$ cat src/astpm_pkg.sv
// astpm_pkg: shared types and constants for the analog stick pointer block
// no dependencies; imported by every module of the block
`default_nettype none

package astpm_pkg;

  // full-scale stick deflection used by the dead-zone rescale
  localparam logic [16:0] FULL_SCALE      = 17'd32768;
  // largest whole-pixel step in either direction
  localparam logic [5:0]  STEP_LIMIT      = 6'd32;
  // dead zone after reset
  localparam logic [14:0] DEAD_ZONE_RESET = 15'd3000;

  // configuration port
  localparam int unsigned PADDR_W       = 3;
  localparam logic [0:0]  REG_DEAD_ZONE = 1'b0;

  // last count of each serial unit
  localparam logic [3:0] MUL_LAST  = 4'd15;
  localparam logic [3:0] SQRT_LAST = 4'd15;
  localparam logic [4:0] DIV_LAST  = 5'd28;

  // status of one serial unit
  typedef struct packed {
    logic busy;
    logic done;
  } unit_stat_t;

  // sequencer states
  typedef enum logic [3:0] {
    ST_IDLE,
    ST_SQUARE,
    ST_ROOT,
    ST_GATE,
    ST_NUM,
    ST_DEN,
    ST_DIV,
    ST_SUM,
    ST_SPLIT,
    ST_DONE
  } state_t;

endpackage

`default_nettype wire

$ cat src/astpm_mul.sv
// astpm_mul: 16 x 16 unsigned shift-and-add multiplier, one multiplier bit per cycle
// depends on astpm_pkg (unit_stat_t, MUL_LAST)
`default_nettype none

module astpm_mul
  import astpm_pkg::*;
(
  input  wire logic        clk,
  input  wire logic        rst,
  input  wire logic        start,
  input  wire logic [15:0] a,
  input  wire logic [15:0] b,
  output logic [31:0]      prod,
  output unit_stat_t       stat
);

  logic [15:0] mcand;
  logic [31:0] acc;
  logic [3:0]  cnt;
  logic        busy;
  logic [16:0] upper_next;

  // add the multiplicand when the low bit of the multiplier is set
  assign upper_next = {1'b0, acc[31:16]} + (acc[0] ? {1'b0, mcand} : 17'd0);

  // control
  always_ff @(posedge clk) begin
    if (rst) begin
      busy <= 1'b0;
      cnt  <= '0;
    end else if (start && !busy) begin
      busy <= 1'b1;
      cnt  <= '0;
    end else if (busy) begin
      cnt <= cnt + 4'd1;
      if (cnt == MUL_LAST) begin
        busy <= 1'b0;
      end
    end
  end

  // datapath: product shifts right, multiplier bits leave at the bottom
  always_ff @(posedge clk) begin
    if (start && !busy) begin
      mcand <= a;
      acc   <= {16'd0, b};
    end else if (busy) begin
      acc <= {upper_next, acc[15:1]};
    end
  end

  assign prod      = acc;
  assign stat.busy = busy;
  assign stat.done = busy && (cnt == MUL_LAST);

endmodule

`default_nettype wire

$ cat src/astpm_sqrt.sv
// astpm_sqrt: 32-bit integer square root, two radicand bits per cycle
// depends on astpm_pkg (unit_stat_t, SQRT_LAST)
`default_nettype none

module astpm_sqrt
  import astpm_pkg::*;
(
  input  wire logic        clk,
  input  wire logic        rst,
  input  wire logic        start,
  input  wire logic [31:0] radicand,
  output logic [15:0]      root,
  output unit_stat_t       stat
);

  logic [31:0] src;
  logic [17:0] rem;
  logic [15:0] root_r;
  logic [3:0]  cnt;
  logic        busy;
  logic [19:0] cur;
  logic [19:0] trial;
  logic [19:0] diff;
  logic        fits;

  // bring down the next bit pair and try the next root bit
  assign cur   = {rem, src[31:30]};
  assign trial = {2'b00, root_r, 2'b01};
  assign diff  = cur - trial;
  assign fits  = (cur >= trial);

  // control
  always_ff @(posedge clk) begin
    if (rst) begin
      busy <= 1'b0;
      cnt  <= '0;
    end else if (start && !busy) begin
      busy <= 1'b1;
      cnt  <= '0;
    end else if (busy) begin
      cnt <= cnt + 4'd1;
      if (cnt == SQRT_LAST) begin
        busy <= 1'b0;
      end
    end
  end

  // datapath
  always_ff @(posedge clk) begin
    if (start && !busy) begin
      src    <= radicand;
      rem    <= '0;
      root_r <= '0;
    end else if (busy) begin
      src    <= {src[29:0], 2'b00};
      rem    <= fits ? diff[17:0] : cur[17:0];
      root_r <= {root_r[14:0], fits};
    end
  end

  assign root      = root_r;
  assign stat.busy = busy;
  assign stat.done = busy && (cnt == SQRT_LAST);

endmodule

`default_nettype wire

$ cat src/astpm_div.sv
// astpm_div: restoring divider for (num * 32768) / den, one quotient bit per cycle
// quotient is known to fit 29 bits; depends on astpm_pkg (unit_stat_t, DIV_LAST)
`default_nettype none

module astpm_div
  import astpm_pkg::*;
(
  input  wire logic        clk,
  input  wire logic        rst,
  input  wire logic        start,
  input  wire logic [31:0] num,
  input  wire logic [31:0] den,
  output logic [28:0]      quo,
  output unit_stat_t       stat
);

  logic [31:0] rem;
  logic [31:0] den_r;
  logic [28:0] qd;
  logic [4:0]  cnt;
  logic        busy;
  logic [32:0] cur;
  logic [32:0] diff;
  logic        fits;

  // shift in the next dividend bit and compare against the divisor
  assign cur  = {rem, qd[28]};
  assign diff = cur - {1'b0, den_r};
  assign fits = (cur >= {1'b0, den_r});

  // control
  always_ff @(posedge clk) begin
    if (rst) begin
      busy <= 1'b0;
      cnt  <= '0;
    end else if (start && !busy) begin
      busy <= 1'b1;
      cnt  <= '0;
    end else if (busy) begin
      cnt <= cnt + 5'd1;
      if (cnt == DIV_LAST) begin
        busy <= 1'b0;
      end
    end
  end

  // datapath: top dividend bits preload the remainder, the rest shift through qd
  always_ff @(posedge clk) begin
    if (start && !busy) begin
      den_r <= den;
      rem   <= {14'd0, num[31:14]};
      qd    <= {num[13:0], 15'd0};
    end else if (busy) begin
      rem <= fits ? diff[31:0] : cur[31:0];
      qd  <= {qd[27:0], fits};
    end
  end

  assign quo       = qd;
  assign stat.busy = busy;
  assign stat.done = busy && (cnt == DIV_LAST);

endmodule

`default_nettype wire

$ cat src/analog_stick_to_pointer_motion.sv
// analog_stick_to_pointer_motion: radial scaled dead zone, sub-pixel accumulation
// and saturated pointer update; uses astpm_pkg, astpm_mul, astpm_sqrt, astpm_div
// an item runs through the bit-serial multipliers, square root and dividers one
//   after another; inside the dead zone the numerator, denominator and divide
//   steps are skipped
// one item is in flight at a time: a new item is taken only in the idle state
// reset: dead_zone returns to 3000, residuals clear, no result pending
`default_nettype none

module analog_stick_to_pointer_motion
  import astpm_pkg::*;
(
  input  wire logic               clk,
  input  wire logic               rst,
  // configuration
  input  wire logic               psel,
  input  wire logic               penable,
  input  wire logic               pwrite,
  input  wire logic [PADDR_W-1:0] paddr,
  input  wire logic [31:0]        pwdata,
  output logic [31:0]             prdata,
  output logic                    pready,
  // input channel
  input  wire logic               in_valid,
  output logic                    in_ready,
  input  wire logic signed [15:0] stick_x,
  input  wire logic signed [15:0] stick_y,
  input  wire logic signed [15:0] pointer_x,
  input  wire logic signed [15:0] pointer_y,
  // output channel
  output logic                    out_valid,
  input  wire logic               out_ready,
  output logic signed [15:0]      new_x,
  output logic signed [15:0]      new_y,
  output logic signed [6:0]       step_x,
  output logic signed [6:0]       step_y
);

  localparam logic [15:0] POS_MAX = 16'h7fff;
  localparam logic [15:0] POS_MIN = 16'h8000;

  state_t state, state_next;

  // configuration and persistent state
  logic [14:0] dead_zone;
  logic [11:0] residual_x, residual_y;

  // captured item
  logic [15:0] abs_x, abs_y;
  logic        neg_x, neg_y;
  logic [15:0] ptr_x, ptr_y;

  // intermediate values
  logic        live;
  logic [31:0] num_x;
  logic [30:0] sum_x, sum_y;
  logic [29:0] mag_x, mag_y;
  logic        sgn_x, sgn_y;

  // output register
  logic [15:0] new_x_r, new_y_r;
  logic [6:0]  step_x_r, step_y_r;
  logic        out_valid_r;
  logic        out_free;

  // unit connections
  logic        mul0_start, mul1_start, sqrt_start, div_start;
  logic [15:0] mul0_a, mul0_b, mul1_a, mul1_b;
  logic [31:0] prod0, prod1;
  logic [15:0] root;
  logic [28:0] quo0, quo1;
  unit_stat_t  mul0_stat, mul1_stat, sqrt_stat, div0_stat, div1_stat;

  // derived values
  logic [15:0] diff;
  logic [15:0] span;
  logic [16:0] span_full;
  logic        outside;
  logic [30:0] q_ext_x, q_ext_y;
  logic [30:0] res_ext_x, res_ext_y;
  logic [30:0] neg_sum_x, neg_sum_y;
  logic [18:0] qm_x, qm_y;
  logic [11:0] rm_x, rm_y;
  logic [11:0] res_new_x, res_new_y;
  logic [5:0]  stm_x, stm_y;
  logic [6:0]  step_new_x, step_new_y;
  logic [16:0] pos_x, pos_y;
  logic [15:0] new_x_v, new_y_v;
  logic        moved;

  // apb register access
  assign pready = 1'b1;

  always_comb begin
    prdata = 32'd0;
    if (paddr[2:2] == REG_DEAD_ZONE) begin
      prdata = {17'd0, dead_zone};
    end
  end

  always_ff @(posedge clk) begin
    if (rst) begin
      dead_zone <= DEAD_ZONE_RESET;
    end else if (psel && penable && pwrite && pready && (paddr[2:2] == REG_DEAD_ZONE)) begin
      dead_zone <= pwdata[14:0];
    end
  end

  // serial arithmetic units
  astpm_mul u_mul0 (
    .clk   (clk),
    .rst   (rst),
    .start (mul0_start),
    .a     (mul0_a),
    .b     (mul0_b),
    .prod  (prod0),
    .stat  (mul0_stat)
  );

  astpm_mul u_mul1 (
    .clk   (clk),
    .rst   (rst),
    .start (mul1_start),
    .a     (mul1_a),
    .b     (mul1_b),
    .prod  (prod1),
    .stat  (mul1_stat)
  );

  astpm_sqrt u_sqrt (
    .clk      (clk),
    .rst      (rst),
    .start    (sqrt_start),
    .radicand (prod0 + prod1),
    .root     (root),
    .stat     (sqrt_stat)
  );

  astpm_div u_div0 (
    .clk   (clk),
    .rst   (rst),
    .start (div_start),
    .num   (num_x),
    .den   (prod0),
    .quo   (quo0),
    .stat  (div0_stat)
  );

  astpm_div u_div1 (
    .clk   (clk),
    .rst   (rst),
    .start (div_start),
    .num   (prod1),
    .den   (prod0),
    .quo   (quo1),
    .stat  (div1_stat)
  );

  // dead-zone terms
  assign diff      = root - {1'b0, dead_zone};
  assign span_full = FULL_SCALE - {2'b00, dead_zone};
  assign span      = span_full[15:0];
  assign outside   = (root >= {1'b0, dead_zone}) && (root != 16'd0);

  // next state
  always_comb begin
    state_next = state;
    case (state)
      ST_IDLE:   if (in_valid) state_next = ST_SQUARE;
      ST_SQUARE: if (mul0_stat.done && mul1_stat.done) state_next = ST_ROOT;
      ST_ROOT:   if (sqrt_stat.done) state_next = ST_GATE;
      ST_GATE:   state_next = outside ? ST_NUM : ST_SUM;
      ST_NUM:    if (mul0_stat.done) state_next = ST_DEN;
      ST_DEN:    if (mul0_stat.done) state_next = ST_DIV;
      ST_DIV:    if (div0_stat.done && div1_stat.done) state_next = ST_SUM;
      ST_SUM:    state_next = ST_SPLIT;
      ST_SPLIT:  state_next = ST_DONE;
      ST_DONE:   if (out_free) state_next = ST_IDLE;
      default:   state_next = ST_IDLE;
    endcase
  end

  // sequencer outputs: unit starts and operand selection
  always_comb begin
    in_ready   = 1'b0;
    mul0_start = 1'b0;
    mul1_start = 1'b0;
    sqrt_start = 1'b0;
    div_start  = 1'b0;
    mul0_a     = abs_x;
    mul0_b     = abs_x;
    mul1_a     = abs_y;
    mul1_b     = abs_y;
    case (state)
      ST_IDLE: begin
        in_ready = 1'b1;
      end
      ST_SQUARE: begin
        mul0_start = 1'b1;
        mul1_start = 1'b1;
      end
      ST_ROOT: begin
        sqrt_start = 1'b1;
      end
      ST_NUM: begin
        mul0_start = 1'b1;
        mul1_start = 1'b1;
        mul0_b     = diff;
        mul1_b     = diff;
      end
      ST_DEN: begin
        mul0_start = 1'b1;
        mul0_a     = root;
        mul0_b     = span;
      end
      ST_DIV: begin
        div_start = 1'b1;
      end
      default: begin
        in_ready = 1'b0;
      end
    endcase
  end

  always_ff @(posedge clk) begin
    if (rst) begin
      state <= ST_IDLE;
    end else begin
      state <= state_next;
    end
  end

  // accumulate into residuals
  assign q_ext_x   = live ? {2'b00, quo0} : 31'd0;
  assign q_ext_y   = live ? {2'b00, quo1} : 31'd0;
  assign res_ext_x = {{19{residual_x[11]}}, residual_x};
  assign res_ext_y = {{19{residual_y[11]}}, residual_y};
  assign neg_sum_x = -sum_x;
  assign neg_sum_y = -sum_y;

  // split into whole pixels and remainder, truncating toward zero; clamp the step and move the pointer
  always_comb begin
    qm_x       = mag_x[29:11];
    qm_y       = mag_y[29:11];
    rm_x       = {1'b0, mag_x[10:0]};
    rm_y       = {1'b0, mag_y[10:0]};
    res_new_x  = sgn_x ? -rm_x : rm_x;
    res_new_y  = sgn_y ? -rm_y : rm_y;
    stm_x      = (qm_x > {13'd0, STEP_LIMIT}) ? STEP_LIMIT : qm_x[5:0];
    stm_y      = (qm_y > {13'd0, STEP_LIMIT}) ? STEP_LIMIT : qm_y[5:0];
    step_new_x = sgn_x ? -{1'b0, stm_x} : {1'b0, stm_x};
    step_new_y = sgn_y ? -{1'b0, stm_y} : {1'b0, stm_y};
    pos_x      = {ptr_x[15], ptr_x} + {{10{step_new_x[6]}}, step_new_x};
    pos_y      = {ptr_y[15], ptr_y} + {{10{step_new_y[6]}}, step_new_y};
    new_x_v    = pos_x[15:0];
    new_y_v    = pos_y[15:0];
    // saturate the pointer to 16-bit signed
    if (pos_x[16] != pos_x[15]) begin
      new_x_v = pos_x[16] ? POS_MIN : POS_MAX;
    end
    if (pos_y[16] != pos_y[15]) begin
      new_y_v = pos_y[16] ? POS_MIN : POS_MAX;
    end
    moved = (qm_x != 19'd0) || (qm_y != 19'd0);
  end

  assign out_free = !out_valid_r || out_ready;

  // item datapath
  always_ff @(posedge clk) begin
    if (state == ST_IDLE && in_valid) begin
      abs_x <= stick_x[15] ? -stick_x : stick_x;
      abs_y <= stick_y[15] ? -stick_y : stick_y;
      neg_x <= stick_x[15];
      neg_y <= stick_y[15];
      ptr_x <= pointer_x;
      ptr_y <= pointer_y;
    end
    if (state == ST_GATE) begin
      live <= outside;
    end
    // keep the x numerator before the shared multiplier takes the denominator
    if (state == ST_DEN && !mul0_stat.busy) begin
      num_x <= prod0;
    end
    if (state == ST_SUM) begin
      sum_x <= neg_x ? (res_ext_x - q_ext_x) : (res_ext_x + q_ext_x);
      sum_y <= neg_y ? (res_ext_y - q_ext_y) : (res_ext_y + q_ext_y);
    end
    if (state == ST_SPLIT) begin
      sgn_x <= sum_x[30];
      sgn_y <= sum_y[30];
      mag_x <= sum_x[30] ? neg_sum_x[29:0] : sum_x[29:0];
      mag_y <= sum_y[30] ? neg_sum_y[29:0] : sum_y[29:0];
    end
  end

  // residual state
  always_ff @(posedge clk) begin
    if (rst) begin
      residual_x <= '0;
      residual_y <= '0;
    end else if (state == ST_DONE && out_free) begin
      residual_x <= res_new_x;
      residual_y <= res_new_y;
    end
  end

  // output register
  always_ff @(posedge clk) begin
    if (rst) begin
      out_valid_r <= 1'b0;
    end else if (state == ST_DONE && out_free && moved) begin
      out_valid_r <= 1'b1;
    end else if (out_ready) begin
      out_valid_r <= 1'b0;
    end
  end

  always_ff @(posedge clk) begin
    if (state == ST_DONE && out_free && moved) begin
      new_x_r  <= new_x_v;
      new_y_r  <= new_y_v;
      step_x_r <= step_new_x;
      step_y_r <= step_new_y;
    end
  end

  assign out_valid = out_valid_r;
  assign new_x     = new_x_r;
  assign new_y     = new_y_r;
  assign step_x    = step_x_r;
  assign step_y    = step_y_r;

endmodule

`default_nettype wire
$ cat config.mk
export PLATFORM = sky130hd
export DESIGN_NAME = analog_stick_to_pointer_motion
export DESIGN_NICKNAME = d
export VERILOG_FILES = /design/src/astpm_pkg.sv /design/src/astpm_mul.sv /design/src/astpm_sqrt.sv /design/src/astpm_div.sv /design/src/analog_stick_to_pointer_motion.sv
export SDC_FILE = /design/constraint.sdc
export NUM_CORES = 2
export LEC_CHECK = 0
export BUFFER_PORTS_ARGS = -buffer_cell sky130_fd_sc_hd__buf_2
export CORE_ASPECT_RATIO = 1.25
export CORE_MARGIN = 2
export CORE_UTILIZATION = 55
export DETAILED_ROUTE_END_ITERATION = 10
export GPL_ROUTABILITY_DRIVEN = 1
export PLACE_DENSITY = 0.76
export SLEW_MARGIN = 30
export SYNTH_ARGS = -nofsm -noshare
export SYNTH_HDL_FRONTEND = slang
export SYNTH_SLANG_ARGS = --single-unit
$ cat constraint.sdc
create_clock -name clk -period 12.4 [get_ports clk]
set_input_delay 2.48 -clock clk [delete_from_list [all_inputs] [get_ports clk]]
set_output_delay 2.48 -clock clk [all_outputs]
set_load 0.01 [all_outputs]
## Word level (Yosys, flattened, before mapping)

Cells that the tools add are included.

- Bits in registers: 688
- Output and inout bits: 81

- Mux-type cells: 72
- Reduce and logical (&&, ||, !) cells: 46
- Add/sub/neg operators: 27
- Bitwise operators: 1
- Magnitude comparators: 6
- Eq/ne operators: 23

Operators with widths:

| cell | count |
|---|---|
| two-way mux 16 bit | 12 |
| two-way mux 29 bit | 6 |
| two-way mux 32 bit | 4 |
| two-way mux 18 bit | 5 |
| >= comparator 33 x 32 -> 1 bit | 2 |
| subtractor 32 bit | 2 |
| adder 12 x 30 -> 31 bit | 2 |
| two-way mux 31 bit | 2 |
| subtractor 12 x 30 -> 31 bit | 2 |
| two-way mux 30 bit | 2 |
| negation 30 bit | 2 |
| two-way mux 15 bit | 3 |
| one-hot mux 4 bit (10 select lines) | 1 |
| greater-than comparator 19 x 6 -> 1 bit, second input constant | 2 |
| nonzero test 19 bit | 2 |
| adder 16 x 16 -> 17 bit | 2 |
| adder 16 x 7 -> 17 bit | 2 |
| adder 32 bit | 1 |
| negation 16 bit | 2 |
| one-hot mux 16 bit (2 select lines) | 1 |
| two-way mux 4 bit | 7 |
| two-way mux 12 bit | 2 |
| negation 11 -> 12 bit | 2 |
| two-way mux 1 bit | 22 |
| 28 further kinds | 85 |

## Depth between registers and ports, before layout

- Word-level depth: 7
- Gate-level depth with buffers: 24
- Gate-level depth less buffers: 20

## By module

From an unflattened synthesis, not the netlist that was laid out.

- Cell total of the unflattened synthesis: 4397
- Area total of the unflattened synthesis: 42911.2 sq um

By module, submodules not included:

| module | cells each | sequential area each (sq um) | area each (sq um) | instances |
|---|---|---|---|---|
| analog_stick_to_pointer_motion | 2310 | 8958.6 | 21914.8 | 1 |
| astpm_div | 593 | 2622.5 | 5730.5 | 2 |
| astpm_mul | 258 | 1381.3 | 2806.4 | 2 |
| astpm_sqrt | 385 | 1741.7 | 3922.5 | 1 |

## Worst setup path before layout

Ideal clock, no wire load.

- Kind: input-to-reg
- From: input out_ready
- To: register new_x_r[0], in the netlist new_x[0] (enable)
- Arrival time: 5.171 ns
- Path buffers: 0
- Slack: 6.750 ns
- Stages: 3
- Path through: nor2b_1 > nand2b_1 > a31oi_1

- Longest elaborated chain between the ends: 3

Ends and longest elaborated chain:

| what | RTL line | text |
|---|---|---|
| start: declaration | analog_stick_to_pointer_motion.sv:32 | `input wire logic out_ready,` |
| logical OR 1 bit | analog_stick_to_pointer_motion.sv:267 | `assign out_free = !out_valid_r \|\| out_ready;` |
| logical AND 1 bit (2 in a row) | analog_stick_to_pointer_motion.sv:321 | `if (state == ST_DONE && out_free && moved) begin` |
| end signal: assignment | analog_stick_to_pointer_motion.sv:322 | `new_x_r <= new_x_v;` |
| end: declaration | analog_stick_to_pointer_motion.sv:61 | `logic [15:0] new_x_r, new_y_r;` |

Every way passes these cells.
A chain may end at the register's enable or synchronous reset.

## Worst setup path after layout

- From: register mag_y[29]
- To: register new_y_r[8], in the netlist new_y[8] (data pin)

- Longest elaborated chain between the ends: 7
- Elaborated cells on any way between the ends: 8

Ends and longest elaborated chain:

| what | RTL line | text |
|---|---|---|
| start: declaration | analog_stick_to_pointer_motion.sv:57 | `logic [29:0] mag_x, mag_y;` |
| start signal: assignment | analog_stick_to_pointer_motion.sv:294 | `mag_y <= sum_y[30] ? neg_sum_y[29:0] : sum_y[29:0];` |
| greater-than comparator 19 x 6 -> 1 bit * | analog_stick_to_pointer_motion.sv:250 | `stm_y = (qm_y > {13'd0, STEP_LIMIT}) ? STEP_LIMIT : qm_y[5:0];` |
| two-way mux 6 bit * | analog_stick_to_pointer_motion.sv:250 |  |
| negation 6 -> 7 bit | analog_stick_to_pointer_motion.sv:252 | `step_new_y = sgn_y ? -{1'b0, stm_y} : {1'b0, stm_y};` |
| two-way mux 7 bit * | analog_stick_to_pointer_motion.sv:252 |  |
| via step_new_y[1] | analog_stick_to_pointer_motion.sv:86 | `logic [6:0] step_new_x, step_new_y;` |
| adder 16 x 7 -> 17 bit * | analog_stick_to_pointer_motion.sv:254 | `pos_y = {ptr_y[15], ptr_y} + {{10{step_new_y[6]}}, step_new_y};` |
| two-way mux 16 bit / inequality test 1 bit (equally long branches) | analog_stick_to_pointer_motion.sv:262, analog_stick_to_pointer_motion.sv:261 |  |
| two-way mux 16 bit * | analog_stick_to_pointer_motion.sv:261 | `if (pos_y[16] != pos_y[15]) begin` |
| via new_y_v[8] | analog_stick_to_pointer_motion.sv:88 | `logic [15:0] new_x_v, new_y_v;` |
| end signal: assignment | analog_stick_to_pointer_motion.sv:323 | `new_y_r <= new_y_v;` |
| end: declaration | analog_stick_to_pointer_motion.sv:61 |  |

Mark *: on every way through the listed nets, which the timed path passes. The rest lies on a longest branch.

==> results.json <==
{
  "vias": 32400,
  "hold_start": "dead_zone[14]",
  "grt-ovfl-total": 0,
  "status": "finished clean",
  "crit_path_start_kind": "flop",
  "ys_top_cells_by_area": "edfxtp_1 (36%), dfxtp_1 (9.4%), ha_1 (8.1%)",
  "cts_hold_buf": 0,
  "drtIter0Drc": 2507,
  "placed_area_um2": 43100,
  "synth_top_area_frac": 0.357,
  "r2r_end": "new_y[8]",
  "final_cell_area_um2": 45600,
  "clkSinkCount": 688,
  "die_area_um2": 77700,
  "synth_flop_cell": "edfxtp_1",
  "viasPerCell": 5.91,
  "synth_edf_count": 493,
  "drt.antenna.violating_nets": 0,
  "yosys_warnings": 0,
  "rsz0062_at_grt": "no",
  "fin_crit_sh": 0.463,
  "ys_ff_latch": 688,
  "die_x_um": 250,
  "clk_path_buf_depth": 3,
  "grt_pass1_wl_mm": 160,
  "nNetsFinal": 4845,
  "synth_cell_types": 92,
  "wire_per_inst_um": 18.3,
  "dp_hpwl_mm": 74.0,
  "fin_crit_ns": 5.74,
  "reg2reg_from": "mag_y[29]",
  "worst_slew_pin_slew_ns": 0.976,
  "grt_util_all_layers": 0.254,
  "drive_above_1_share": 0.0834,
  "whs_endpoint": "dead_zone[14]",
  "drc": 0,
  "area_delta_synth_final_pct": 9.86,
  "met2_length_mm": 49.9,
  "pwr_density_cell_nw_per_um2": 201,
  "fillers": 6254,
  "cts_tree": "yes",
  "ys_top_cells_by_count": "nand2_1 (592), edfxtp_1 (493), nor2_1 (333)",
  "place.port_buffers": 149,
  "synth_area_per_cell_um2": 9.51,
  "async_flop_share": 0,
  "initial_utilization": 0.556,
  "fin_worst_skew_ns": 0.0285,
  "r2r_cells": 18,
  "cts_resized": 0,
  "setup_tns_ns": 0,
  "top_layer": "met4",
  "cts_htree_levels": 3,
  "max_cap_violations": 0,
  "cts_buffers": 73,
  "max-vdd-ir-drop_mv": 0.179,
  "wl_met3_mm": 4.89,
  "required_ns": 12.71,
  "first_pass_iters": 6,
  "hold_class": "flop to flop",
  "antenna_found_initial": 0,
  "core_um2": 74700,
  "io_pins": 187,
  "synthCells": 4366,
  "synth.yosys.seq_area_share": 0.451,
  "grt_pass1_vias": 31300,
  "diodes": 0,
  "die_h_um": 311,
  "core.rowCount": 112,
  "clockRootBuffer": "clkbuf_16",
  "met1_length_mm": 40.1,
  "clk_pin_slew_ns": 0.06,
  "worstSkewPairLatency_ns": 0.63,
  "wl_mm": 101,
  "critPathArrivalTime_ns": 6.05,
  "grt_start_max_net_pins": 96,
  "cp-end-kind": "flop",
  "rrSetupSlack_ns": 6.66,
  "netlist_area_um2": 41500,
  "gp_congestion": 0.952,
  "fmax_mhz": 174,
  "path_max_fanout": 11,
  "p_leak_nw": 18.1,
  "maxSlewHeadroom": 0.348,
  "cts_setup_buffers": 0,
  "worstHoldPathCells": 2,
  "worstSetupPathType": "flop to flop",
  "hold_viol": 0,
  "setup_violations": 0,
  "slew_viol_final": 0,
  "yosys.area.top_type": "edfxtp_1",
  "synthMostInstantiatedCell": "nand2_1"
}
[worst max-delay path by stage]
stage / startpoint / end / slack [ns] / depth (start not counted)
global route: mag_y[29] / new_y[12] / 5.97 / 18
floorplan: out_ready / new_x[0] / 6.75 / 3
detailed placement: mag_y[29] / new_y[8] / 6.62 / 18
global placement: mag_y[29] / new_y[8] / 6.77 / 18
finish: mag_y[29] / new_y[8] / 6.66 / 18
CTS: mag_y[29] / new_y[8] / 6.59 / 18
[power breakdown]
part	internal, mW	total, mW	switching [mW]	leakage, nW
combinational	1.42	3.44	2.02	10.8
clock	1.31	2.24	0.930	1.22
sequential	3.03	3.48	0.455	6.13
[critical path, stage by stage (launching register included)]
cell and delay, ns:
edfxtp_1 0.35, nor4_1 0.35, nand4_1 0.25, a21oi_1 0.33, nand2_1 0.13, ha_1 0.30, nand2_1 0.06, o21ai_0 0.21
fa_1 0.53, a21oi_1 0.24, o21ai_1 0.12, a2111oi_0 0.62, nor3_1 0.11, o31a_1 0.31, o21ai_1 0.20, a21oi_1 0.12
o21a_1 0.30, nor2_1 0.66, o21ai_0 0.25
[stage by stage]
step	setup WS [ns]	total power, mW	utilization	cells	hold slack, ns
finish	6.66	9.16	0.611	5489	0.456
global route	5.97	9.70	0.611	5489	0.475
CTS	6.59	9.13	0.610	5488	0.457
detailed placement	6.62	6.88	0.577	5352	0.439
global placement	6.77	6.78	0.577	5350	0.433
floorplan	6.75	5.92	-	4382	0.426
[sequential cells by signal (all words and copies together) (netlist names), 30 cells and up]
name and count:
u_sqrt.src 32, mag_y 30, num_x 32, u_div1.den_r 32, u_mul1.prod 32, sum_x 31, u_div0.den_r 32, u_div1.rem 32
mag_x 30, u_mul0.prod 32, u_div0.rem 32, sum_y 31
[area by class of cell]
type	instances	area, µm²	share of cell area
tap	969	1210	0.0266
clock inverter	39	390	0.00856
sequential	688	18700	0.410
inverter	202	758	0.0166
timing repair buffer	188	1070	0.0236
clock buffer	97	2070	0.0454
multi-input combinational	3306	21400	0.469
[layout by cell type (no fill, tap or decap), drive strengths merged, types with 19 or more instances in the layout]
cell    synthesis  layout
o211ai         52      52
a22o           23      23
buf            41     188
nor2          333     333
o21bai         32      32
nand2b         37      37
nor2b          33      33
nand3          64      64
o21a           32      32
a21o           96      96
nand4          50      50
nor4           28      28
a211o          19      19
nor3           99      99
a21oi         291     291
nand2         593     593
clkinv          2      31
and2           48      48
xnor2         212     212
or3            36      36
o31ai          59      59
mux2i          19      19
ha            270     270
or2            20      20
xor2          157     157
a211oi         51      51
and3           31      31
clkbuf        145      97
inv           200     202
o21ai         325     325
dfxtp         195     195
a31oi          55      55
edfxtp        493     493
[logic make-up (layout without fill, tap and decap cells)]
family	count (synthesis)	count (layout)	synth area share
AO/OA/AOI/OAI	1178	1178	0.182
XOR/XNOR	369	369	0.0779
adder cells (fa/ha/maj)	282	282	0.0867
buffers and inverters	388	526	0.0370
flip-flops	688	688	0.451
multiplexers	33	33	0.00838
other	2	18	0.000181
AND/OR/NAND/NOR	1426	1426	0.157
[per-layer routing]
layer | vias to the layer above | global-route usage
met1 | 15200 | 0.290
met2 | 887 | 0.461
met5 | - | 0
met3 | 241 | 0.0292
li1 | 16100 | -
met4 | 0 | 0.141
(Power assumes the default switching activity.)
